$ cat config.mk
export PLATFORM = sky130hd
export DESIGN_NAME = nmea_rmc_variation_extractor_top
export DESIGN_NICKNAME = d
export VERILOG_FILES = /design/src/rtl/core/nrve_pkg.sv /design/src/rtl/core/nmea_rmc_variation_extractor_top.sv /design/src/rtl/core/nrve_front.sv /design/src/rtl/core/nrve_queue.sv /design/src/rtl/core/nrve_back.sv
export SDC_FILE = /design/constraint.sdc
export NUM_CORES = 1
export LEC_CHECK = 0
export BUFFER_PORTS_ARGS = -buffer_cell sky130_fd_sc_hd__buf_4
export CAP_MARGIN = 20
export CORE_MARGIN = 4
export CORE_UTILIZATION = 43
export DETAILED_ROUTE_END_ITERATION = 10
export GPL_TIMING_DRIVEN = 0
export HOLD_SLACK_MARGIN = 0.03
export MAX_ROUTING_LAYER = met4
export PLACE_DENSITY = 0.6
export SLEW_MARGIN = 25
export SYNTH_ARGS = -nofsm -noshare
export SYNTH_HDL_FRONTEND = slang
export SYNTH_HIERARCHICAL = 1
export SYNTH_SLANG_ARGS = --single-unit
$ cat constraint.sdc
create_clock -name clk -period 21.4 [get_ports clk]
set_input_delay 4.28 -clock clk [delete_from_list [all_inputs] [get_ports clk]]
set_output_delay 4.28 -clock clk [all_outputs]
set_load 0.01 [all_outputs]
$ cat src/rtl/core/nrve_pkg.sv
`timescale 1ns / 1ps
// ----------------------------------------------------------------------------
// nrve_pkg: shared types, constants and helpers
// Queue word layout, character codes, parser state codes and the small lookup
// functions used by the front and back parts of the RMC variation extractor.
// ----------------------------------------------------------------------------
package nrve_pkg;

    // Default parameter values
    localparam int MAX_LEN_DEF     = 255;
    localparam int WS_HOLD_DEF     = 4;
    localparam int FRAC_DIGITS_DEF = 3;
    localparam int QUEUE_DEPTH_DEF = 4;

    // Fixed sizes
    localparam int VAL_W        = 20;
    localparam int OUT_W        = 21;
    localparam int TAIL_DEPTH   = 3;
    localparam int PREFIX_LEN   = 6;
    localparam int LIMIT_DIGITS = 6;

    localparam logic [VAL_W-1:0] VAR_LIMIT = 20'd1000000;

    // Field counting
    localparam logic [3:0] COMMA_SAT  = 4'd12;
    localparam logic [3:0] MIN_COMMAS = 4'd11;
    localparam logic [3:0] VAR_FIELD  = 4'd10;
    localparam logic [3:0] DIR_FIELD  = 4'd11;

    // Character codes
    localparam logic [7:0] CH_NUL   = 8'h00;
    localparam logic [7:0] CH_STAR  = 8'h2A;
    localparam logic [7:0] CH_COMMA = 8'h2C;
    localparam logic [7:0] CH_PLUS  = 8'h2B;
    localparam logic [7:0] CH_MINUS = 8'h2D;
    localparam logic [7:0] CH_DOT   = 8'h2E;
    localparam logic [7:0] CH_WEST  = 8'h57;

    // Checksum star phase
    localparam logic [1:0] SP_NONE  = 2'd0;
    localparam logic [1:0] SP_HI    = 2'd1;
    localparam logic [1:0] SP_LO    = 2'd2;
    localparam logic [1:0] SP_DONE  = 2'd3;

    // Number parser states
    localparam logic [2:0] NS_LEAD  = 3'd0;
    localparam logic [2:0] NS_SIGN  = 3'd1;
    localparam logic [2:0] NS_INT   = 3'd2;
    localparam logic [2:0] NS_DOT0  = 3'd3;
    localparam logic [2:0] NS_FRAC  = 3'd4;
    localparam logic [2:0] NS_TRAIL = 3'd5;
    localparam logic [2:0] NS_BAD   = 3'd6;

    // Direction field match
    localparam logic [1:0] WM_EMPTY = 2'd0;
    localparam logic [1:0] WM_WEST  = 2'd1;
    localparam logic [1:0] WM_OTHER = 2'd2;

    // One word between front and back: a committed byte or an end marker
    typedef struct packed {
        logic       is_end;
        logic [7:0] data;
    } nrve_word_t;

    function automatic logic is_space(input logic [7:0] b);
        return b inside {8'd32, [8'd9:8'd13]};
    endfunction

    function automatic logic is_digit(input logic [7:0] b);
        return b inside {[8'h30:8'h39]};
    endfunction

    // Hex digit decode: bit 4 flags a valid digit, bits 3:0 carry its value
    function automatic logic [4:0] hex_decode(input logic [7:0] b);
        logic [4:0] r;
        r = 5'd0;
        if (b inside {[8'h30:8'h39]})
            r = {1'b1, b[3:0]};
        else if (b inside {[8'h41:8'h46], [8'h61:8'h66]})
            r = {1'b1, 4'(b[2:0] + 3'd1) + 4'd8};
        return r;
    endfunction

    // Expected sentence tag, one character per position
    function automatic logic [7:0] rmc_tag_char(input logic [2:0] pos);
        logic [7:0] c;
        case (pos)
            3'd0:    c = 8'h24;
            3'd1:    c = 8'h47;
            3'd2:    c = 8'h50;
            3'd3:    c = 8'h52;
            3'd4:    c = 8'h4D;
            3'd5:    c = 8'h43;
            default: c = 8'h00;
        endcase
        return c;
    endfunction

    // Powers of ten up to the saturation limit
    function automatic logic [VAL_W-1:0] pow10(input logic [2:0] k);
        logic [VAL_W-1:0] p;
        case (k)
            3'd0:    p = 20'd1;
            3'd1:    p = 20'd10;
            3'd2:    p = 20'd100;
            3'd3:    p = 20'd1000;
            3'd4:    p = 20'd10000;
            3'd5:    p = 20'd100000;
            3'd6:    p = 20'd1000000;
            default: p = 20'd1;
        endcase
        return p;
    endfunction

endpackage

$ cat src/rtl/core/nmea_rmc_variation_extractor_top.sv
`timescale 1ns / 1ps
// Throughput: one byte per cycle while item_stall is low. A byte that leaves bytes to
//   drain from the hold (itself and the whitespace behind it) stalls the input while they
//   drain, and if it ends the line, until the end marker is queued. The back part registers
//   the result when the end marker leaves the queue; a stalled result holds the end
//   marker, and the queue behind it then fills and stalls the input.
// Reset: asynchronous, active low; no clearing pass, input taken at once.
// ----------------------------------------------------------------------------
// nmea_rmc_variation_extractor_top: NMEA RMC checksum and variation parser
// Front part takes sentence bytes and trims trailing whitespace, a short
// queue decouples it from the back part that checks and parses the sentence.
// ----------------------------------------------------------------------------
module nmea_rmc_variation_extractor_top
    import nrve_pkg::*;
#(
    parameter int MAX_LEN     = MAX_LEN_DEF,
    parameter int WS_HOLD     = WS_HOLD_DEF,
    parameter int FRAC_DIGITS = FRAC_DIGITS_DEF
)
(
    input  logic                    clk,
    input  logic                    rst_n,
    input  logic                    item_valid,
    output logic                    item_stall,
    input  logic [7:0]              char_in,
    input  logic                    end_of_line,
    output logic                    result_valid,
    input  logic                    result_stall,
    output logic                    checksum_ok,
    output logic                    is_rmc,
    output logic                    variation_found,
    output logic signed [OUT_W-1:0] variation_milli
);

    logic       q_push;
    nrve_word_t q_word;
    logic       q_full;
    logic       q_pop;
    logic       q_head_valid;
    nrve_word_t q_head_word;

    // Intake and whitespace hold
    nrve_front #(
        .MAX_LEN (MAX_LEN),
        .WS_HOLD (WS_HOLD)
    ) u_front (
        .clk        (clk),
        .rst_n      (rst_n),
        .item_valid (item_valid),
        .item_stall (item_stall),
        .char_in    (char_in),
        .end_of_line(end_of_line),
        .q_push     (q_push),
        .q_word     (q_word),
        .q_full     (q_full)
    );

    // Decoupling queue
    nrve_queue #(
        .DEPTH (QUEUE_DEPTH_DEF)
    ) u_queue (
        .clk        (clk),
        .rst_n      (rst_n),
        .push       (q_push),
        .push_word  (q_word),
        .full       (q_full),
        .pop        (q_pop),
        .head_valid (q_head_valid),
        .head_word  (q_head_word)
    );

    // Checksum and field parser
    nrve_back #(
        .FRAC_DIGITS (FRAC_DIGITS)
    ) u_back (
        .clk             (clk),
        .rst_n           (rst_n),
        .head_valid      (q_head_valid),
        .head_word       (q_head_word),
        .pop             (q_pop),
        .result_valid    (result_valid),
        .result_stall    (result_stall),
        .checksum_ok     (checksum_ok),
        .is_rmc          (is_rmc),
        .variation_found (variation_found),
        .variation_milli (variation_milli)
    );

endmodule

$ cat src/rtl/core/nrve_front.sv
`timescale 1ns / 1ps
// ----------------------------------------------------------------------------
// nrve_front: byte intake and whitespace hold
// Counts and closes the sentence, holds trailing whitespace, and pushes
// committed bytes and an end marker into the queue, one word per cycle while the queue has room.
// ----------------------------------------------------------------------------
module nrve_front
    import nrve_pkg::*;
#(
    parameter int MAX_LEN = MAX_LEN_DEF,
    parameter int WS_HOLD = WS_HOLD_DEF
)
(
    input  logic       clk,
    input  logic       rst_n,
    input  logic       item_valid,
    output logic       item_stall,
    input  logic [7:0] char_in,
    input  logic       end_of_line,
    output logic       q_push,
    output nrve_word_t q_word,
    input  logic       q_full
);

    localparam int HOLD_N = WS_HOLD + 1;
    localparam int CNT_W  = $clog2(HOLD_N + 1);
    localparam int IDX_W  = $clog2(MAX_LEN + 1);

    logic [7:0]       hold_reg [HOLD_N];
    logic [7:0]       hold_next [HOLD_N];
    logic [CNT_W-1:0] hold_cnt_reg, hold_cnt_next;
    logic [CNT_W-1:0] drain_cnt_reg, drain_cnt_next;
    logic             eol_pend_reg, eol_pend_next;
    logic             closed_reg, closed_next;
    logic [IDX_W-1:0] byte_idx_reg, byte_idx_next;

    logic pop;
    logic end_push;
    logic accept;
    logic take;

    // Drain held bytes first, then the end marker once no byte is left to drain
    assign pop      = (drain_cnt_reg != '0) && !q_full;
    assign end_push = eol_pend_reg && (drain_cnt_reg == '0) && !q_full;

    assign q_push        = pop || end_push;
    assign q_word.is_end = end_push;
    assign q_word.data   = hold_reg[0];

    // Hold the input while bytes wait to drain or an end waits to go out
    assign item_stall = ((drain_cnt_reg - CNT_W'(pop)) != '0) ||
                        (eol_pend_reg && !end_push);
    assign accept     = item_valid && !item_stall;

    always_comb
    begin
        hold_next      = hold_reg;
        hold_cnt_next  = hold_cnt_reg;
        drain_cnt_next = drain_cnt_reg;
        eol_pend_next  = eol_pend_reg;
        closed_next    = closed_reg;
        byte_idx_next  = byte_idx_reg;
        take           = 1'b0;

        // Retire the word sent this cycle
        if (end_push)
        begin
            hold_cnt_next = '0;
            eol_pend_next = 1'b0;
            closed_next   = 1'b0;
            byte_idx_next = '0;
        end
        else if (pop)
        begin
            for (int i = 0; i < HOLD_N - 1; i++)
                hold_next[i] = hold_reg[i + 1];
            hold_cnt_next  = hold_cnt_reg - CNT_W'(1);
            drain_cnt_next = drain_cnt_reg - CNT_W'(1);
        end

        // Take the new byte into the hold
        if (accept)
        begin
            if (!closed_next)
            begin
                if (char_in == CH_NUL || byte_idx_next >= IDX_W'(MAX_LEN))
                    closed_next = 1'b1;
                else
                    take = 1'b1;
            end
            if (take)
            begin
                byte_idx_next = byte_idx_next + IDX_W'(1);
                for (int i = 0; i < HOLD_N; i++)
                    if (hold_cnt_next == CNT_W'(i))
                        hold_next[i] = char_in;
                if (is_space(char_in))
                begin
                    if (hold_cnt_next == CNT_W'(WS_HOLD))
                        drain_cnt_next = CNT_W'(1);
                end
                else
                begin
                    drain_cnt_next = hold_cnt_next + CNT_W'(1);
                end
                hold_cnt_next = hold_cnt_next + CNT_W'(1);
            end
            if (end_of_line)
                eol_pend_next = 1'b1;
        end
    end

    // Hold storage
    always_ff @(posedge clk)
    begin
        hold_reg <= hold_next;
    end

    // Control state
    always_ff @(posedge clk or negedge rst_n)
    begin
        if (!rst_n)
        begin
            hold_cnt_reg  <= '0;
            drain_cnt_reg <= '0;
            eol_pend_reg  <= 1'b0;
            closed_reg    <= 1'b0;
            byte_idx_reg  <= '0;
        end
        else
        begin
            hold_cnt_reg  <= hold_cnt_next;
            drain_cnt_reg <= drain_cnt_next;
            eol_pend_reg  <= eol_pend_next;
            closed_reg    <= closed_next;
            byte_idx_reg  <= byte_idx_next;
        end
    end

    // Only held bytes can be drained
    assert property (@(posedge clk) disable iff (!rst_n)
        drain_cnt_reg <= hold_cnt_reg)
        else $error("front drain count exceeds hold count");

    // A full hold always has a byte scheduled to leave
    assert property (@(posedge clk) disable iff (!rst_n)
        hold_cnt_reg == CNT_W'(HOLD_N) |-> drain_cnt_reg != '0)
        else $error("front hold full with nothing draining");

endmodule

$ cat src/rtl/core/nrve_queue.sv
`timescale 1ns / 1ps
// ----------------------------------------------------------------------------
// nrve_queue: word queue between front and back
// Small first-in first-out buffer that lets the intake and the parser stall
// independently of each other.
// ----------------------------------------------------------------------------
module nrve_queue
    import nrve_pkg::*;
#(
    parameter int DEPTH = QUEUE_DEPTH_DEF
)
(
    input  logic       clk,
    input  logic       rst_n,
    input  logic       push,
    input  nrve_word_t push_word,
    output logic       full,
    input  logic       pop,
    output logic       head_valid,
    output nrve_word_t head_word
);

    localparam int PTR_W = (DEPTH > 1) ? $clog2(DEPTH) : 1;
    localparam int CNT_W = $clog2(DEPTH + 1);

    nrve_word_t       slot_reg [DEPTH];
    logic [PTR_W-1:0] wr_ptr_reg, rd_ptr_reg;
    logic [CNT_W-1:0] count_reg;

    logic do_push;
    logic do_pop;

    assign full       = (count_reg == CNT_W'(DEPTH));
    assign head_valid = (count_reg != '0);
    assign head_word  = slot_reg[rd_ptr_reg];
    assign do_push    = push && !full;
    assign do_pop     = pop && head_valid;

    // Store the incoming word
    always_ff @(posedge clk)
    begin
        if (do_push)
            slot_reg[wr_ptr_reg] <= push_word;
    end

    // Advance pointers and occupancy
    always_ff @(posedge clk or negedge rst_n)
    begin
        if (!rst_n)
        begin
            wr_ptr_reg <= '0;
            rd_ptr_reg <= '0;
            count_reg  <= '0;
        end
        else
        begin
            if (do_push)
                wr_ptr_reg <= (wr_ptr_reg == PTR_W'(DEPTH - 1)) ? '0 : wr_ptr_reg + PTR_W'(1);
            if (do_pop)
                rd_ptr_reg <= (rd_ptr_reg == PTR_W'(DEPTH - 1)) ? '0 : rd_ptr_reg + PTR_W'(1);
            if (do_push && !do_pop)
                count_reg <= count_reg + CNT_W'(1);
            else if (do_pop && !do_push)
                count_reg <= count_reg - CNT_W'(1);
        end
    end

    // A push into a full queue would lose a word
    assert property (@(posedge clk) disable iff (!rst_n)
        push |-> !full)
        else $error("queue push while full");

endmodule

$ cat src/rtl/core/nrve_back.sv
`timescale 1ns / 1ps
// ----------------------------------------------------------------------------
// nrve_back: checksum and RMC field parser
// Takes one committed byte per cycle, unless an end marker ahead of it waits for
// the result slot: runs the XOR check, delays bytes by the three-byte tail,
// matches the tag, counts fields and parses the variation.
// ----------------------------------------------------------------------------
module nrve_back
    import nrve_pkg::*;
#(
    parameter int FRAC_DIGITS = FRAC_DIGITS_DEF
)
(
    input  logic                    clk,
    input  logic                    rst_n,
    input  logic                    head_valid,
    input  nrve_word_t              head_word,
    output logic                    pop,
    output logic                    result_valid,
    input  logic                    result_stall,
    output logic                    checksum_ok,
    output logic                    is_rmc,
    output logic                    variation_found,
    output logic signed [OUT_W-1:0] variation_milli
);

    localparam int FD_W = $clog2(FRAC_DIGITS + 1);

    // Parser state
    logic             committed_reg, committed_next;
    logic [7:0]       xor_sum_reg, xor_sum_next;
    logic [1:0]       star_reg, star_next;
    logic [4:0]       hex_pair_reg, hex_pair_next;
    logic             tail_v_reg [TAIL_DEPTH];
    logic             tail_v_next [TAIL_DEPTH];
    logic [7:0]       tail_b_reg [TAIL_DEPTH];
    logic [7:0]       tail_b_next [TAIL_DEPTH];
    logic             prefix_ok_reg, prefix_ok_next;
    logic [2:0]       prefix_pos_reg, prefix_pos_next;
    logic [3:0]       comma_reg, comma_next;
    logic [2:0]       num_state_reg, num_state_next;
    logic             minus_reg, minus_next;
    logic [VAL_W-1:0] acc_reg, acc_next;
    logic [FD_W-1:0]  frac_reg, frac_next;
    logic [1:0]       west_reg, west_next;

    // Result register
    logic                    out_valid_reg;
    logic                    ok_reg;
    logic                    rmc_reg;
    logic                    found_reg;
    logic signed [OUT_W-1:0] var_reg;

    logic             out_free;
    logic             do_commit;
    logic             do_end;
    logic [7:0]       b;
    logic [7:0]       ob;
    logic [4:0]       hv;
    logic             res_ok;
    logic             res_rmc;
    logic             res_found;
    logic             res_neg;
    logic [2:0]       shift_k;
    logic [VAL_W-1:0] scale;
    logic [VAL_W-1:0] thresh;
    logic [2*VAL_W-1:0] prod;
    logic [VAL_W-1:0] mag;
    logic [OUT_W-1:0] mag_ext;
    logic [OUT_W-1:0] res_var;

    function automatic logic [VAL_W-1:0] take_digit(input logic [VAL_W-1:0] acc,
                                                    input logic [3:0] d);
        logic [VAL_W+3:0] v;
        v = ({4'b0, acc} << 3) + ({4'b0, acc} << 1) + {{VAL_W{1'b0}}, d};
        return (v > (VAL_W + 4)'(VAR_LIMIT)) ? VAR_LIMIT : v[VAL_W-1:0];
    endfunction

    // Take commits freely; take the end marker only when the result slot frees
    assign out_free  = !out_valid_reg || !result_stall;
    assign pop       = head_valid && (!head_word.is_end || out_free);
    assign do_commit = pop && !head_word.is_end;
    assign do_end    = pop && head_word.is_end;
    assign b         = head_word.data;
    assign ob        = tail_b_reg[0];
    assign hv        = hex_decode(b);

    // Per-byte update
    always_comb
    begin
        committed_next  = committed_reg;
        xor_sum_next    = xor_sum_reg;
        star_next       = star_reg;
        hex_pair_next   = hex_pair_reg;
        tail_v_next     = tail_v_reg;
        tail_b_next     = tail_b_reg;
        prefix_ok_next  = prefix_ok_reg;
        prefix_pos_next = prefix_pos_reg;
        comma_next      = comma_reg;
        num_state_next  = num_state_reg;
        minus_next      = minus_reg;
        acc_next        = acc_reg;
        frac_next       = frac_reg;
        west_next       = west_reg;

        if (do_end)
        begin
            // Return to the start of a sentence
            committed_next  = 1'b0;
            xor_sum_next    = '0;
            star_next       = SP_NONE;
            hex_pair_next   = '0;
            for (int i = 0; i < TAIL_DEPTH; i++)
                tail_v_next[i] = 1'b0;
            prefix_ok_next  = 1'b1;
            prefix_pos_next = '0;
            comma_next      = '0;
            num_state_next  = NS_LEAD;
            minus_next      = 1'b0;
            acc_next        = '0;
            frac_next       = '0;
            west_next       = WM_EMPTY;
        end
        else if (do_commit)
        begin
            committed_next = 1'b1;

            // Checksum: skip the first byte, sum up to the star, then the hex pair
            if (committed_reg)
            begin
                case (star_reg)
                    SP_NONE:
                    begin
                        if (b == CH_STAR)
                            star_next = SP_HI;
                        else
                            xor_sum_next = xor_sum_reg ^ b;
                    end
                    SP_HI:
                    begin
                        hex_pair_next = hv;
                        star_next     = SP_LO;
                    end
                    SP_LO:
                    begin
                        if (hex_pair_reg[4] && hv[4])
                            xor_sum_next = xor_sum_reg ^ {hex_pair_reg[3:0], hv[3:0]};
                        star_next = SP_DONE;
                    end
                    default:
                    begin
                        star_next = star_reg;
                    end
                endcase
            end

            // Advance the tail delay
            for (int i = 0; i < TAIL_DEPTH - 1; i++)
            begin
                tail_v_next[i] = tail_v_reg[i + 1];
                tail_b_next[i] = tail_b_reg[i + 1];
            end
            tail_v_next[TAIL_DEPTH-1] = 1'b1;
            tail_b_next[TAIL_DEPTH-1] = b;

            // Parse the byte leaving the tail
            if (tail_v_reg[0])
            begin
                if (prefix_pos_reg < 3'(PREFIX_LEN))
                begin
                    if (ob != rmc_tag_char(prefix_pos_reg))
                        prefix_ok_next = 1'b0;
                    prefix_pos_next = prefix_pos_reg + 3'd1;
                end

                if (ob == CH_COMMA)
                begin
                    if (comma_reg < COMMA_SAT)
                        comma_next = comma_reg + 4'd1;
                end
                else if (comma_reg == VAR_FIELD)
                begin
                    case (num_state_reg)
                        NS_LEAD, NS_SIGN:
                        begin
                            if (num_state_reg == NS_LEAD && is_space(ob))
                                num_state_next = NS_LEAD;
                            else if (num_state_reg == NS_LEAD && ob == CH_PLUS)
                                num_state_next = NS_SIGN;
                            else if (num_state_reg == NS_LEAD && ob == CH_MINUS)
                            begin
                                num_state_next = NS_SIGN;
                                minus_next     = 1'b1;
                            end
                            else if (is_digit(ob))
                            begin
                                acc_next       = take_digit(acc_reg, ob[3:0]);
                                num_state_next = NS_INT;
                            end
                            else if (ob == CH_DOT)
                                num_state_next = NS_DOT0;
                            else
                                num_state_next = NS_BAD;
                        end
                        NS_INT:
                        begin
                            if (is_digit(ob))
                                acc_next = take_digit(acc_reg, ob[3:0]);
                            else if (ob == CH_DOT)
                                num_state_next = NS_FRAC;
                            else if (is_space(ob))
                                num_state_next = NS_TRAIL;
                            else
                                num_state_next = NS_BAD;
                        end
                        NS_DOT0, NS_FRAC:
                        begin
                            if (is_digit(ob))
                            begin
                                if (frac_reg < FD_W'(FRAC_DIGITS))
                                begin
                                    acc_next  = take_digit(acc_reg, ob[3:0]);
                                    frac_next = frac_reg + FD_W'(1);
                                end
                                num_state_next = NS_FRAC;
                            end
                            else if (is_space(ob) && num_state_reg == NS_FRAC)
                                num_state_next = NS_TRAIL;
                            else
                                num_state_next = NS_BAD;
                        end
                        NS_TRAIL:
                        begin
                            if (!is_space(ob))
                                num_state_next = NS_BAD;
                        end
                        default:
                        begin
                            num_state_next = NS_BAD;
                        end
                    endcase
                end
                else if (comma_reg == DIR_FIELD)
                begin
                    west_next = (west_reg == WM_EMPTY && ob == CH_WEST) ? WM_WEST : WM_OTHER;
                end
            end
        end
    end

    // Result: scale missing fraction digits, saturate, apply sign
    assign res_ok    = (star_reg == SP_NONE || star_reg == SP_DONE) && (xor_sum_reg == 8'd0);
    assign res_rmc   = res_ok && prefix_ok_reg && (prefix_pos_reg >= 3'(PREFIX_LEN));
    assign res_found = res_rmc && (comma_reg >= MIN_COMMAS) &&
                       (num_state_reg inside {NS_INT, NS_FRAC, NS_TRAIL});
    assign shift_k   = 3'(FRAC_DIGITS) - 3'(frac_reg);
    assign scale     = pow10(shift_k);
    assign thresh    = pow10(3'(LIMIT_DIGITS) - shift_k);
    assign prod      = acc_reg * scale;
    assign mag       = (acc_reg > thresh) ? VAR_LIMIT : prod[VAL_W-1:0];
    assign res_neg   = minus_reg != (west_reg == WM_WEST);
    assign mag_ext   = {1'b0, mag};
    assign res_var   = res_found ? (res_neg ? (~mag_ext + OUT_W'(1)) : mag_ext) : '0;

    // Parser storage
    always_ff @(posedge clk)
    begin
        tail_b_reg <= tail_b_next;
        if (do_end && committed_reg)
        begin
            ok_reg    <= res_ok;
            rmc_reg   <= res_rmc;
            found_reg <= res_found;
            var_reg   <= $signed(res_var);
        end
    end

    // Parser control state
    always_ff @(posedge clk or negedge rst_n)
    begin
        if (!rst_n)
        begin
            committed_reg  <= 1'b0;
            xor_sum_reg    <= '0;
            star_reg       <= SP_NONE;
            hex_pair_reg   <= '0;
            for (int i = 0; i < TAIL_DEPTH; i++)
                tail_v_reg[i] <= 1'b0;
            prefix_ok_reg  <= 1'b1;
            prefix_pos_reg <= '0;
            comma_reg      <= '0;
            num_state_reg  <= NS_LEAD;
            minus_reg      <= 1'b0;
            acc_reg        <= '0;
            frac_reg       <= '0;
            west_reg       <= WM_EMPTY;
            out_valid_reg  <= 1'b0;
        end
        else
        begin
            committed_reg  <= committed_next;
            xor_sum_reg    <= xor_sum_next;
            star_reg       <= star_next;
            hex_pair_reg   <= hex_pair_next;
            tail_v_reg     <= tail_v_next;
            prefix_ok_reg  <= prefix_ok_next;
            prefix_pos_reg <= prefix_pos_next;
            comma_reg      <= comma_next;
            num_state_reg  <= num_state_next;
            minus_reg      <= minus_next;
            acc_reg        <= acc_next;
            frac_reg       <= frac_next;
            west_reg       <= west_next;
            if (do_end && committed_reg)
                out_valid_reg <= 1'b1;
            else if (!result_stall)
                out_valid_reg <= 1'b0;
        end
    end

    assign result_valid    = out_valid_reg;
    assign checksum_ok     = ok_reg;
    assign is_rmc          = rmc_reg;
    assign variation_found = found_reg;
    assign variation_milli = var_reg;

    // Result flags nest: found needs rmc, rmc needs a good checksum
    assert property (@(posedge clk) disable iff (!rst_n)
        out_valid_reg |-> (!found_reg || rmc_reg) && (!rmc_reg || ok_reg))
        else $error("result flags inconsistent");

    // No value without a parsed field, and the value stays inside the limit
    assert property (@(posedge clk) disable iff (!rst_n)
        out_valid_reg |-> (found_reg || var_reg == '0) &&
                          (var_reg <= $signed({1'b0, VAR_LIMIT})) &&
                          (var_reg >= -$signed({1'b0, VAR_LIMIT})))
        else $error("variation out of range");

    // Fraction digit count never passes its limit
    assert property (@(posedge clk) disable iff (!rst_n)
        frac_reg <= FD_W'(FRAC_DIGITS))
        else $error("fraction digit count overflow");

endmodule
# ---- Word-level counts from Yosys, hierarchy flattened
# Memory sizes are Yosys's and may differ from the RTL's.
# Index checks and enable logic that the tools add are counted.
dict set report totals {
  ff_bits 167
  ram_bits 36
  in_bits 13
  output_inout_bits 26
  elab_cells 374
  n_memories 1
}
# name depth word_bits read_ports rd_ports_with_merged_regs write_ports line_no
set memory_table {}
lappend memory_table {u_queue.slot_reg 4 9 1 0 1 nrve_queue.sv:26} ;# nrve_word_t slot_reg [DEPTH];
dict set report classes {
  addsub 19
  multipliers 1
  magnitude_cmp 20
  eq_ne 60
  mux 138
  bitwise_logic 4
  n_reduce_logical 94
}
# cell n
set ops {}
lappend ops {{$mux W20} 14}
lappend ops {{$pmux W20 S6} 2}
lappend ops {{$mux W8} 17}
lappend ops {{$mux W3} 32}
lappend ops {{$mux W40} 2}
lappend ops {{$mux W32} 2}
lappend ops {{$pmux W20 S3} 1}
lappend ops {{$eq A8 B6 Y1 const B} 7}
lappend ops {{$mux W2} 23}
lappend ops {{$pmux W7 S6} 1}
lappend ops {{$reduce_bool A2 Y1} 19}
lappend ops {{$eq A3 B3 Y1 const B} 12}
lappend ops {{$eq A3 B2 Y1 const B} 10}
lappend ops {{$logic_and A1 B1 Y1} 30}
lappend ops {{$mux W1} 30}
lappend ops {{$mux W5} 6}
lappend ops {{$add A23 B21 Y24} 1}
lappend ops {{$add A24 B4 Y24} 1}
lappend ops {{$gt A24 B20 Y1 const B} 1}
lappend ops {{$add A21 B1 Y21 const B} 1}
lappend ops {{$not A20 Y21} 1}
lappend ops {{$gt A20 B20 Y1} 1}
lappend ops {{$mul A20 B20 Y20} 1}
lappend ops {{$mux W4} 5}
lappend ops {{other kinds (53)} 116}

# ---- Longest topological paths before layout
# Gate-level depths: netlist of the first run.
dict set report logic_depth {
  ltp_word 14
  mapped_depth 29
  ltp_nobuf 27
}

# ---- Cells and area by module
# Netlist of the first run, hierarchy kept.
# module instances cells_per_inst area_each_um2 seq_area_each_um2
set by_module_without_submodules {}
lappend by_module_without_submodules {nrve_back 1 1312 12026.5 2819.0}
lappend by_module_without_submodules {nrve_front 1 258 2861.5 1281.2}
lappend by_module_without_submodules {nrve_queue 1 84 1755.4 1256.2}

# ---- Least setup slack after synthesis of the first run
# No wires, ideal clock.
dict set report synth_path {
  path_type {register -> register}
  startpoint {reg u_back.frac_reg[0]}
  endpoint {reg u_back.var_reg[18], in the netlist u_back/variation_milli[18] (data pin)}
  setup_ps 266
  arrival_ps 7406
  t_required_ps 21134
  slack_ps 13728
  path_stages_with_launch 30
  n_path_buf 3
  period_less_slack_ps 7672
  path_cell_list {dfrtp_1 -> inv_1 -> ha_1 -> clkbuf_1 -> clkbuf_1 -> nor2_1 -> nor2_1 -> ha_1 -> a31o_2 -> fa_1 -> inv_1 -> fa_1 -> inv_1 -> fa_1 -> ha_1 -> fa_1 -> inv_1 -> fa_1 -> inv_1 -> ha_1 -> clkbuf_1 -> nand2_1 -> a21o_1 -> o211a_1 -> o31ai_1 -> xor2_1 -> or3b_1 -> o31ai_1 -> xnor2_1 -> nor2_1}
}
dict set report synth_via {
  elab_chain_cells 9
  elab_cells_between_ends 22
  cone_classes {add/sub (3); mul (1); order compare (1); eq/ne (12); mux (4); bitwise (1)}
}
# item line_no
set synth_lines {}
lappend synth_lines {{start: declaration} nrve_back.sv:44} ;# logic [FD_W-1:0] frac_reg, frac_next;
lappend synth_lines {{start signal: assignment} nrve_back.sv:312} ;# frac_reg <= frac_next;
lappend synth_lines {{$sub A2 B2 Y3 (*)} nrve_back.sv:256} ;# assign shift_k = 3'(FRAC_DIGITS) - 3'(frac_reg);
lappend synth_lines {{branches (longest 4 deep; another with $mul A20 B20 Y20)} --}
lappend synth_lines {{$mux W20 (*)} nrve_back.sv:260} ;# assign mag = (acc_reg > thresh) ? VAR_LIMIT : prod[VAL_W-1:0];
lappend synth_lines {{$not A20 Y21} nrve_back.sv:263} ;# assign res_var = res_found ? (res_neg ? (~mag_ext + OUT_W'(1)) : mag_ext) : '0;
lappend synth_lines {{$add A21 B1 Y21} nrve_back.sv:263}
lappend synth_lines {{$mux W20 (*)} nrve_back.sv:263}
lappend synth_lines {{end signal: assignment} nrve_back.sv:274} ;# var_reg <= $signed(res_var);
lappend synth_lines {{end: declaration} nrve_back.sv:52} ;# logic signed [OUT_W-1:0] var_reg;
# Every way passes the cells marked *.
# A chain may end at the register's enable or synchronous reset.

# ---- Worst setup path after layout of the first run
# Same ends and word-level chain as after synthesis.

==> results of run 1 <==
==> logic make-up (layout without fill, tap and decap cells) <==
family                     after synthesis  in the layout  synth area share, %
AOI/OAI and AO/OA                      305            305                12.24
xor gates and xnor gates                76             76                4.082
adders and majority gates              274            274                24.39
buffers and inverters                  248            330                6.007
DFF                                    202            202                32.18
muxes                                   83             83                6.307
and+or+nand+nor                        466            466                14.79
==> power by group through the flow <==
| stage | Clock (mW) | Sequential (mW) | Combinational, mW |
|---|---|---|---|
| floorplan | 0 | 0.644 | 0.509 |
| global placement | 0 | 0.653 | 0.667 |
| detailed placement | 0 | 0.657 | 0.688 |
| CTS | 0.438 | 0.650 | 0.692 |
| global route | 0.454 | 0.665 | 0.768 |
| finish | 0.424 | 0.647 | 0.682 |
==> cell type report <==
type                    instances  area, µm²  share of cell area, %
clock inverters                15      196.4                  1.067
clock buffers                  29      629.4                  3.417
inverters                     187      704.4                  3.825
well taps                     511      639.4                  3.471
repair buffers                 38      289.0                  1.569
flip-flops and latches        202       5356                  29.08
multi-input cells            1204      10310                  55.96
plain buffers                  61      295.3                  1.603
==> critical path, stage by stage (launching register included) <==
cell and delay, ns:
dfrtp_1 0.57, inv_1 0.26, ha_1 0.30, clkbuf_1 0.21, or2_2 0.36, clkbuf_1 0.23, and2_1 0.26, fa_1 0.42
fa_1 0.54, inv_1 0.06, fa_1 0.53, inv_1 0.05, fa_1 0.45, ha_1 0.34, fa_1 0.54, inv_1 0.06
fa_1 0.53, inv_1 0.04, ha_1 0.37, a2111oi_0 0.52, o221ai_1 0.21, a21oi_1 0.25, nor2_1 0.09, xnor2_1 0.34
or3b_1 0.40, o31ai_1 0.29, xnor2_1 0.15, nor2_1 0.06
==> synthesized netlist by cell type (10+ instances only) <==
library cell	count	area share (%)
a21o_1	13	0.59
a21oi_1	96	2.9
a22o_1	10	0.53
and2_1	52	2.0
and3_1	11	0.41
buf_4	10	0.45
clkbuf_1	42	0.95
dfrtp_1	77	12
dfxtp_1	32	3.8
edfxtp_1	92	17
fa_1	84	10
ha_1	190	14
inv_1	186	4.2
mux2_2	45	3.0
mux2_4	10	0.90
mux2i_1	19	1.1
nand2_1	124	2.8
nand2b_1	14	0.53
nand3_1	30	0.90
nand4_1	15	0.56
nor2_1	99	2.2
nor2b_1	24	0.90
nor3_1	22	0.66
nor4_1	10	0.38
o211ai_1	10	0.45
o21a_1	11	0.50
o21ai_0	66	2.0
or3_1	11	0.41
xnor2_1	52	2.7
xor2_1	23	1.2
==> metrics by stage <==
stage	cells	area (µm²)	util [%]
2_1_floorplan	1654	16640	-
3_3_place_gp	2203	17570	46.31
3_5_place_dp	2203	17590	46.36
4_1_cts	2247	18410	48.54
5_1_grt	2247	18420	48.55
6_report	2247	18420	48.55
==> path summary, 6_finish.rpt <==
kind	from	endpoint	slack [ns]	cells after the start
max	u_back/frac_reg[0]$_DFFE_PN0P_	u_back/variation_milli[18]$_SDFFCE_PN0P_	12.68	27
min	u_back/tail_b_reg[0]$_DFFE_PP_	u_back/tail_b_reg[8]$_DFFE_PP_	0.41	0
max reg2reg	u_back/frac_reg[0]$_DFFE_PN0P_	u_back/variation_milli[18]$_SDFFCE_PN0P_	12.68	27
min reg2reg	u_back/tail_b_reg[0]$_DFFE_PP_	u_back/tail_b_reg[8]$_DFFE_PP_	0.41	0
max in group asynchronous	rst_n	u_front/closed_reg$_DFF_PN0_	17.09	1
min in group asynchronous	rst_n	u_back/xor_sum_reg[3]$_DFFE_PN0P_	3.80	1
==> layer usage <==
layer | vias up | global-route usage [%] | share of wire [%]
li1 | 5940 | - | -
met1 | 5806 | 21.97 | 44
met2 | 160 | 32.18 | 50
met3 | 72 | 2.390 | 3.0
met4 | 0 | 5.288 | 3.0
met5 | - | - | 0
==> results.md, run 1 <==
* # fillers at 3557
* Syn Inst Count at 1654
* Tmin final at 8.719 ns
* Fmax at 0.1147 GHz
* Ant. Diodes at 0
* Port bufs at 38
* Switching share of power at 34.69%
* Status: completed
* Row cnt at 71
* Worst Path Arrival at 8.98 ns
* Initial DRC Count at 487
* CP Class: reg2reg
* Mapped Nets at 1941
* Reg power frac at 36.9%
* Fin Clk Skew at 0.009916 ns
* Final period util at 40.75%
* Worst slew pin tran at 0.9429 ns
* Post-CTS Hold Fix Bufs at 0
* Pre-CTS WS at 12.75 ns
* Area Overhead vs Synth at 10.66%
* Die area at 41920 µm²
* Critical-path maximum fanout at 10
* Worst path required time at 21.66 ns
* P_sw at 608.4 µW
* Clock share of power at 24.2%
* PnR worst setup slack at 12.68 ns
* Post-CTS Setup Inserts at 0
* EDFF count, synth at 92
* Logic pwr share at 38.9%
* Root Buffer: clkbuf_16
* Drt via density at 5.331
* Max Transition Viols Final at 0
* Total CTS buffers at 24
* CP Launch Type: register
* Crit. End Element: register
* Synth Flop Type: edfxtp_1
* H-tree lvl count at 1
* Asr flop ratio synth at 38.61%
* Worst min-delay path category: reg2reg
* Die width at 204.7 µm
* Vias in the first global route at 12450
* Nets at 2005
* Min Hold Slack at 0.4131 ns
* Largest net degree at the start of global routing at 79
* Ports at 39
* Sequential fraction of the synthesis area at 32.18%
* CTS tree: built
* Num Clock Sinks at 202
* DRC at 0
* Cell Area, Synth at 16640 µm²
* Final hold vios at 0
* Setup TNS at 0 ns
* Max reg flops at 36
* Height of the die at 204.7 µm
* Core box area at 37930 µm²
* Post-synthesis register bit count at 202
* Mean post-synth cell area at 10.06 µm²
* Max_cap viols at 0
* Maximum VDD drop at 0.00007478 V
* Ratio of cells with drive above 1 in the final layout at 11.87%
* Resized cells post-CTS at 0
* Yosys warns at 6
* Relative slew slack at 37.07%
* Initial antenna violation count at 0
* Most frequent cells in the layout: ha_1 (190), inv_1 (186), nand2_1 (124)
* Pint at 1.146 mW
* Most common cell after layout, fill and taps aside: ha_1
* First-pass GRT wire length at 61550 µm
* Clk_lat worst skew at 0.53 ns
* Initial core utilization at 43.88%
* Yosys cell types at 101
* Static Leak at 8.619 nW
* Drt wl/cell at 16.11 µm
* RSZ-0062 raised after global routing: no
* GR Overflow Total at 0
* Post-route ant nets at 0
* Via count at 11980
* Total Power at 1.754 mW
* Setup-failing EPs final at 0
* GRT Total Usage at 18.24%
* Hpwl dp at 28020 µm
* GPL Wtd Cong at 0.8707
* DR pass1 iterations at 5
* Total Wirelength at 36190 µm
* Reg clk slew, reported paths at 0.06 ns
* Max Buffers Root-to-Sink at 3
* Power Dens Cells at 95.23 nW/µm²
(Power assumes the default switching activity.)
==> run 2, diff against run 1 <==
ABC_AREA = 1   (was not set)
PLACE_DENSITY = 0.62   (was 0.6)
clock period = 7.1 ns   (was 21.4 ns; I/O delays follow)
==> results.md, run 2 <==
* Final hold vios at 0 (unchanged)
* Yosys warns at 6 (unchanged)
* Root Buffer: clkbuf_16
* PnR worst setup slack at 0.2601 ns (-12.42 ns)
* Final period util at 96.34% (+56 points)
* Tmin final at 6.840 ns (-1.880 ns)
* Worst path required time at 7.38 ns (-14.28 ns)
* Initial antenna violation count at 0 (unchanged)
* Ant. Diodes at 0 (unchanged)
* Die area at 45150 µm² (+7.7%)
* CP Launch Type: register
* First-pass GRT wire length at 69500 µm (+13%)
* GPL Wtd Cong at 0.8942 (+2.7%)
* Slowest cell on the critical path: fa_1
* Power Dens Cells at 497.1 nW/µm² (+420%)
* Status: completed
* Row cnt at 74 (+4.2%)
* Post-CTS Hold Fix Bufs at 0 (unchanged)
* H-tree lvl count at 1 (unchanged)
* Max_cap viols at 0 (unchanged)
* Area Overhead vs Synth at 12.05%
* Reg clk slew, reported paths at 0.06 ns (about the same)
* Asr flop ratio synth at 38.61% (unchanged)
* Yosys cell types at 62 (-39%)
* Num Clock Sinks at 202 (unchanged)
* EDFF count, synth at 92 (unchanged)
* Fin Clk Skew at 0.01233 ns (+0.002419 ns)
* CP Class: reg2reg
* Drt wl/cell at 14.44 µm (-10%)
* Critical-path maximum fanout at 5 (-5)
* Placed insts at 2833 (+29%)
* Nets at 2627 (+31%)
* Fmax at 0.1462 GHz (+27%)
* Synth area leader: edfxtp_1
* Top cell types by occurrence after synthesis: nand2_1 (515), inv_1 (412), ha_1 (190)
* Worst slew pin tran at 0.8915 ns (-0.05140 ns)
* Post-route ant nets at 0 (unchanged)
* Post-synthesis register bit count at 202 (unchanged)
* Hpwl dp at 32330 µm (+15%)
* Max reg flops at 36 (unchanged)
* Maximum VDD drop at 0.0002150 V (+190%)
* Worst Path Arrival at 7.12 ns (-1.86 ns)
* Synth Flop Type: edfxtp_1
* Height of the die at 212.5 µm (+3.8%)
* Top-count cell post-synth: nand2_1
* DR pass1 iterations at 7 (+2)
* Static Leak at 10.41 nW (+21%)
* DRC at 0 (unchanged)
* Most common cell after layout, fill and taps aside: nand2_1
* Largest cells by area after synthesis: edfxtp_1 (15%), ha_1 (13%), nand2_1 (11%)
* Initial core utilization at 43.73% (-0.14 points)
* Initial DRC Count at 842 (+73%)
* Die width at 212.5 µm (+3.8%)
* Max Transition Viols Final at 0 (unchanged)
* Largest net degree at the start of global routing at 79 (unchanged)
* Total Power at 10.01 mW (+470%)
* Port bufs at 38 (unchanged)
* Max Buffers Root-to-Sink at 3 (unchanged)
* Total Wirelength at 41740 µm (+15%)
* Syn Inst Count at 2263 (+37%)
* Ports at 39 (unchanged)
* Cell Count, Final, Fillers Out at 2890 (+29%)
* Relative slew slack at 40.35% (+3.3 points)
* Ratio of cells with drive above 1 in the final layout at 14.04% (+2.2 points)
* Core box area at 41110 µm² (+8.4%)
* Vias in the first global route at 14450 (+16%)
* Final Util at 49.00% (+0.45 points)
* GR Overflow Total at 0 (unchanged)
* Crit. End Element: register
* Drt via density at 5.015 (-5.9%)
* Cell Area, Synth at 17980 µm² (+8.0%)
* Clk_lat worst skew at 0.53 ns (about the same)
* Pre-CTS WS at -0.6866 ns (-13.44 ns)
* Synth top area share at 15.37% (-1.2 points)
* Setup-failing EPs final at 0 (unchanged)
* Mapped Nets at 2550 (+31%)
* Total CTS buffers at 24 (unchanged)
* Mean post-synth cell area at 7.945 µm² (-21%)
* CP peak stage delay at 0.55 ns (-0.02 ns)
* Sequential fraction of the synthesis area at 29.79% (-2.4 points)
* Worst min-delay path category: reg2reg
* GRT Total Usage at 19.05% (+0.81 points)
* Via count at 14490 (+21%)
* Most frequent cells in the layout: nand2_1 (507), inv_1 (405), ha_1 (176)
* CTS tree: built
[run 2: cell types whose count changed after synthesis, sizes merged, moves of 15 or more]
cell / previous run / this run
buf: 19 / 44
xnor2: 52 / 24
o21a: 11 / 38
nor2: 100 / 181
nand2: 125 / 550
mux2i: 19 / 0
nor2b: 25 / 0
clkbuf: 42 / 17
inv: 187 / 434
o211ai: 10 / 25
and2: 52 / 1
mux2: 55 / 1
nand3: 32 / 121
o21ai: 72 / 112
[run 2: routing by layer]
metal	global-route usage (%)	routed length [µm]	part of all wire [%]
met5	-	0	0
met2	34.56	21410	51
met1	23.14	18480	44
met3	1.874	1076	2.6
met4	3.909	771	1.8
[run 2: kinds of logic after synthesis]
| logic type | synth area share (%) |
|---|---|
| and+or+nand+nor | 22.93 |
| AOI/OAI and AO/OA | 10.49 |
| muxes | 0.06263 |
| DFF | 29.79 |
| xor gates and xnor gates | 2.749 |
| buffers and inverters | 11.39 |
| adders and majority gates | 22.58 |
[run 2: through the flow]
stage	instance area (µm²)	setup TNS, ns	hold slack [ns]
after floorplan	17980	0	0.4003
after global placement	18930	-5.347	0.4009
after detailed placement	18940	-5.595	0.4045
after CTS	19760	0	0.4123
after global routing	20150	-0.05183	0.4222
final	20150	0	0.4165
[run 2: worst paths after layout]
| check | from | to | slack [ns] | cells after the start |
|---|---|---|---|---|
| worst max-delay path | u_back/frac_reg[0]$_DFFE_PN0P_ | u_back/variation_milli[19]$_SDFFCE_PN0P_ | 0.26 | 31 |
| worst min-delay path | u_back/tail_b_reg[13]$_DFFE_PP_ | u_back/ob[5]$_DFFE_PP_ | 0.42 | 0 |
| worst max register to register | u_back/frac_reg[0]$_DFFE_PN0P_ | u_back/variation_milli[19]$_SDFFCE_PN0P_ | 0.26 | 31 |
| worst min register to register | u_back/tail_b_reg[13]$_DFFE_PP_ | u_back/ob[5]$_DFFE_PP_ | 0.42 | 0 |
| max in group asynchronous | rst_n | u_back/frac_reg[1]$_DFFE_PN0P_ | 5.64 | 1 |
| min in group asynchronous | rst_n | u_back/prefix_pos_reg[1]$_DFFE_PN0P_ | 0.92 | 1 |
[run 2: what timing repair did]
action	4_1_cts	5_1_grt
buffers inserted	3	10
gates cloned	0	1
setup endpoints to repair	11	10
resized for setup	15	70
pin swaps	0	19
[run 2: layout make-up]
cell class                 count  area (µm²)
clock buffer                  31       658.1
sequential                   202        5359
fill                        4035       20960
tap                          532       665.6
multi-input combinational   1566       10870
timing repair buffer          52       406.6
clock inverter                13       115.1
buffer                        60       435.4
inverter                     434        1638
[run 2: power by group]
part / leakage, nW / internal (mW) / total [mW] / switching (mW)
clock: 0.386 / 0.725 / 1.20 / 0.480
sequential: 2.13 / 1.86 / 2.19 / 0.333
combinational: 7.90 / 2.44 / 6.62 / 4.18
[run 2: worst max-delay path, delay by kind of cell, from the launching register on]
kind | cells | cell delay (ns)
fa+ha+maj | 9 | 3.95
simple gates | 14 | 1.41
buf+inv | 7 | 0.62
flops | 1 | 0.43
xor+xnor | 1 | 0.15
==> run 3, diff against run 2 <==
PLACE_DENSITY = 0.63   (was 0.62)
SYNTH_HIERARCHICAL = not set   (was 1)
==> results.md, run 3 <==
* Fmax at 0.1452 GHz (-0.67%)
* Synth area leader: edfxtp_1
* DR pass1 iterations at 5 (-2)
* Worst r2r src: u_back.frac_reg[0]$_DFFE_PN0P_
* FF/Latch Area at 5359 µm² (unchanged)
* GPL Wtd Cong at 0.9019 (+0.86%)
* Initial antenna violation count at 0 (unchanged)
* Asr flop ratio synth at 38.61% (unchanged)
* Met3 wire len at 1034 µm (-3.9%)
* Most common cell after layout, fill and taps aside: nand2_1
* Synth Flop Type: edfxtp_1
* Static Leak at 9.639 nW (-7.4%)
* Sequential fraction of the synthesis area at 32.29% (+2.5 points)
* GR Overflow Total at 0 (unchanged)
* Reg2Reg Depth at 35 (+13%)
* Largest cells by area after synthesis: edfxtp_1 (17%), ha_1 (14%), dfrtp_1 (12%)
* Final period util at 96.98% (+0.65 points)
* Nets at 2398 (-8.7%)
* RSZ-0062 raised after global routing: yes
* CTS tree: built
* Root Buffer: clkbuf_16
* Yosys warns at 0 (-6)
* Relative slew slack at 40.22% (-0.13 points)
* Height of the die at 204.4 µm (-3.8%)
* Tmin final at 6.886 ns (+0.04598 ns)
* Critical-path maximum fanout at 5 (unchanged)
* Row cnt at 71 (-4.1%)
* Most frequent cells in the layout: nand2_1 (455), inv_1 (341), ha_1 (167)
* Worst hold path stage count at 0 (unchanged)
* Min Hold Slack at 0.4171 ns (+0.0005700 ns)
* Initial core utilization at 43.84% (+0.10 points)
* Area occupied by multi-input gates at 10090 µm² (-7.1%)
* Top cell types by occurrence after synthesis: nand2_1 (460), inv_1 (351), ha_1 (190)
* Max Buffers Root-to-Sink at 3 (unchanged)
* Num Clock Sinks at 202 (unchanged)
* Crit. End Element: register
* Worst path required time at 7.41 ns (+0.03 ns)
* Drt wl/cell at 14.33 µm (-0.81%)
* Logic pwr share at 41.9% (-24 points)
* Setup-failing EPs final at 0 (unchanged)
* Met2 WL at 19300 µm (-9.8%)
* Worst Path Arrival at 7.19 ns (+0.07 ns)
* Total CTS buffers at 24 (unchanged)
* Via count at 13220 (-8.8%)
* Max Transition Viols Final at 0 (unchanged)
* Mapped Nets at 2309 (-9.5%)
* First-pass GRT wire length at 63770 µm (-8.2%)
* Post-route ant nets at 0 (unchanged)
* Worst min-delay path category: reg2reg
* Initial DRC Count at 746 (-11%)
* Port bufs at 38 (unchanged)
* Clk_lat worst skew at 0.54 ns (about the same)
* Drt via density at 5.008 (-0.14%)
* Slowest cell on the critical path: fa_1
* Core box area at 37840 µm² (-7.9%)
* # fillers at 3601 (-11%)
* Worst slew pin tran at 0.8935 ns (+0.001990 ns)
* DRC at 0 (unchanged)
* P_sw at 2.221 mW (-56%)
* Setup TNS at 0 ns (unchanged)
* Final Util at 50.23% (+1.2 points)
* Ant. Diodes at 0 (unchanged)
* Die area at 41790 µm² (-7.4%)
* Top-count cell post-synth: nand2_1
* Max reg flops at 36 (unchanged)
* Reg power frac at 36.4% (+15 points)
* CP Launch Type: register
* Reg clk slew, reported paths at 0.06 ns (about the same)
* Max_cap viols at 0 (unchanged)
* Status: completed
* GRT Total Usage at 18.74% (-0.31 points)
* DR top layer: met4
* Cell Area, Synth at 16590 µm² (-7.7%)
* H-tree lvl count at 1 (unchanged)
* Synth top area share at 16.65% (+1.3 points)
* CP Class: reg2reg
* Vias in the first global route at 13410 (-7.2%)
* Switching share of power at 40.15% (-9.7 points)
* Wl on met1 at 16730 µm (-9.5%)
* Largest net degree at the start of global routing at 79 (unchanged)
* Syn Inst Count at 2022 (-11%)
* Clock share of power at 21.7% (+9.7 points)
* Critical path origin: u_back.frac_reg[0]$_DFFE_PN0P_
* Pint at 3.311 mW (-34%)
* Final hold vios at 0 (unchanged)
* Die width at 204.4 µm (-3.8%)
* Ratio of cells with drive above 1 in the final layout at 11.70% (-2.3 points)
* Hold path start: u_back.tail_b_reg[4]$_DFFE_PP_
* Hpwl dp at 29040 µm (-10%)
* Power Dens Cells at 291.0 nW/µm² (-41%)
* Post-synthesis register bit count at 202 (unchanged)
* EDFF count, synth at 92 (unchanged)
* Total Power at 5.531 mW (-45%)
* Yosys cell types at 64 (+3.2%)
* Maximum VDD drop at 0.0002528 V (+18%)
* Area Overhead vs Synth at 14.58%
* Fin Clk Skew at 0.009185 ns (-0.003149 ns)
* CP peak stage delay at 0.56 ns (about the same)
* Ports at 39 (unchanged)
* Total Wirelength at 37820 µm (-9.4%)
* Mean post-synth cell area at 8.205 µm² (+3.3%)
[run 3: changes by cell type in the layout (fill, tap and decap cells not counted), moves of 15 or more]
cell,change
o21ai_0,-23
a31oi_1,+32
nand2_2,-28
nand3_1,-28
inv_1,-64
o21a_1,-32
nor2_1,+15
nand2_1,-52
[run 3: path summary, 6_finish.rpt]
| check | slack [ns] | end |
|---|---|---|
| min in group asynchronous | 0.91 | u_back.prefix_pos_reg[1]$_DFFE_PN0P_ |
| max in group asynchronous | 5.68 | u_back.frac_reg[1]$_DFFE_PN0P_ |
| min | 0.42 | u_back.tail_b_reg[12]$_DFFE_PP_ |
| max reg2reg | 0.21 | u_back.variation_milli[20]$_SDFFCE_PN0P_ |
| min reg2reg | 0.42 | u_back.tail_b_reg[12]$_DFFE_PP_ |
| max | 0.21 | u_back.variation_milli[20]$_SDFFCE_PN0P_ |
[run 3: routing by layer]
layer | track usage, % | vias up
met5 | - | -
met4 | 4.451 | 0
met3 | 2.095 | 43
met2 | 33.48 | 156
met1 | 22.85 | 6311
li1 | - | 6711
[run 3: cell type report]
type                       count  share of cell area (%)
buffer                        39                   1.428
clock buffer                  29                   3.258
clock inverter                15                  0.8426
inverter                     359                   7.148
multi-input combinational   1421                   53.11
sequential                   202                   28.19
tap                          511                   3.364
timing repair buffer          64                   2.659
[run 3: kinds of logic (layout without fill, tap and decap cells)]
group,Yosys count,count (layout),synth area share (%)
and+or+nand+nor,817,817,20.91
xor gates and xnor gates,65,65,3.432
adders and majority gates,274,274,24.47
muxes,1,1,0.06787
DFF,202,202,32.29
AOI/OAI and AO/OA,264,264,9.269
buffers and inverters,399,506,9.563
[run 3: what timing repair did]
action / in CTS / in global routing
cloned: 0 / 1
resized for setup: 39 / 73
pin swaps: 2 / 36
setup buffers: 10 / 15
hold buffers: 0 / 0
setup endpoints to repair: 13 / 11
[run 3: critical path, delay by kind of cell (launching register included)]
| family | cells | cell delay, ns |
|---|---|---|
| AOI/OAI and AO/OA | 4 | 0.57 |
| DFF | 1 | 0.47 |
| and+or+nand+nor | 11 | 1.05 |
| adders and majority gates | 9 | 3.64 |
| buffers and inverters | 11 | 0.93 |
[run 3: stage by stage]
stage | instances | cell area (µm²) | worst slack [ns]
after floorplan | 2022 | 16590 | 0.04573
after global placement | 2571 | 17510 | -1.003
after detailed placement | 2571 | 17530 | -1.058
after CTS | 2624 | 18510 | 0.01276
after global routing | 2640 | 19010 | -0.04158
final | 2640 | 19010 | 0.2141
[run 3: power groups by stage]
stage / sequential, mW / clock [mW] / combinational [mW]
final: 2.01 / 1.20 / 2.32
after global routing: 2.06 / 1.30 / 2.63
after global placement: 2.03 / 0 / 2.12
after CTS: 2.01 / 1.24 / 2.28
after detailed placement: 2.03 / 0 / 2.19
after floorplan: 2.00 / 0 / 1.54
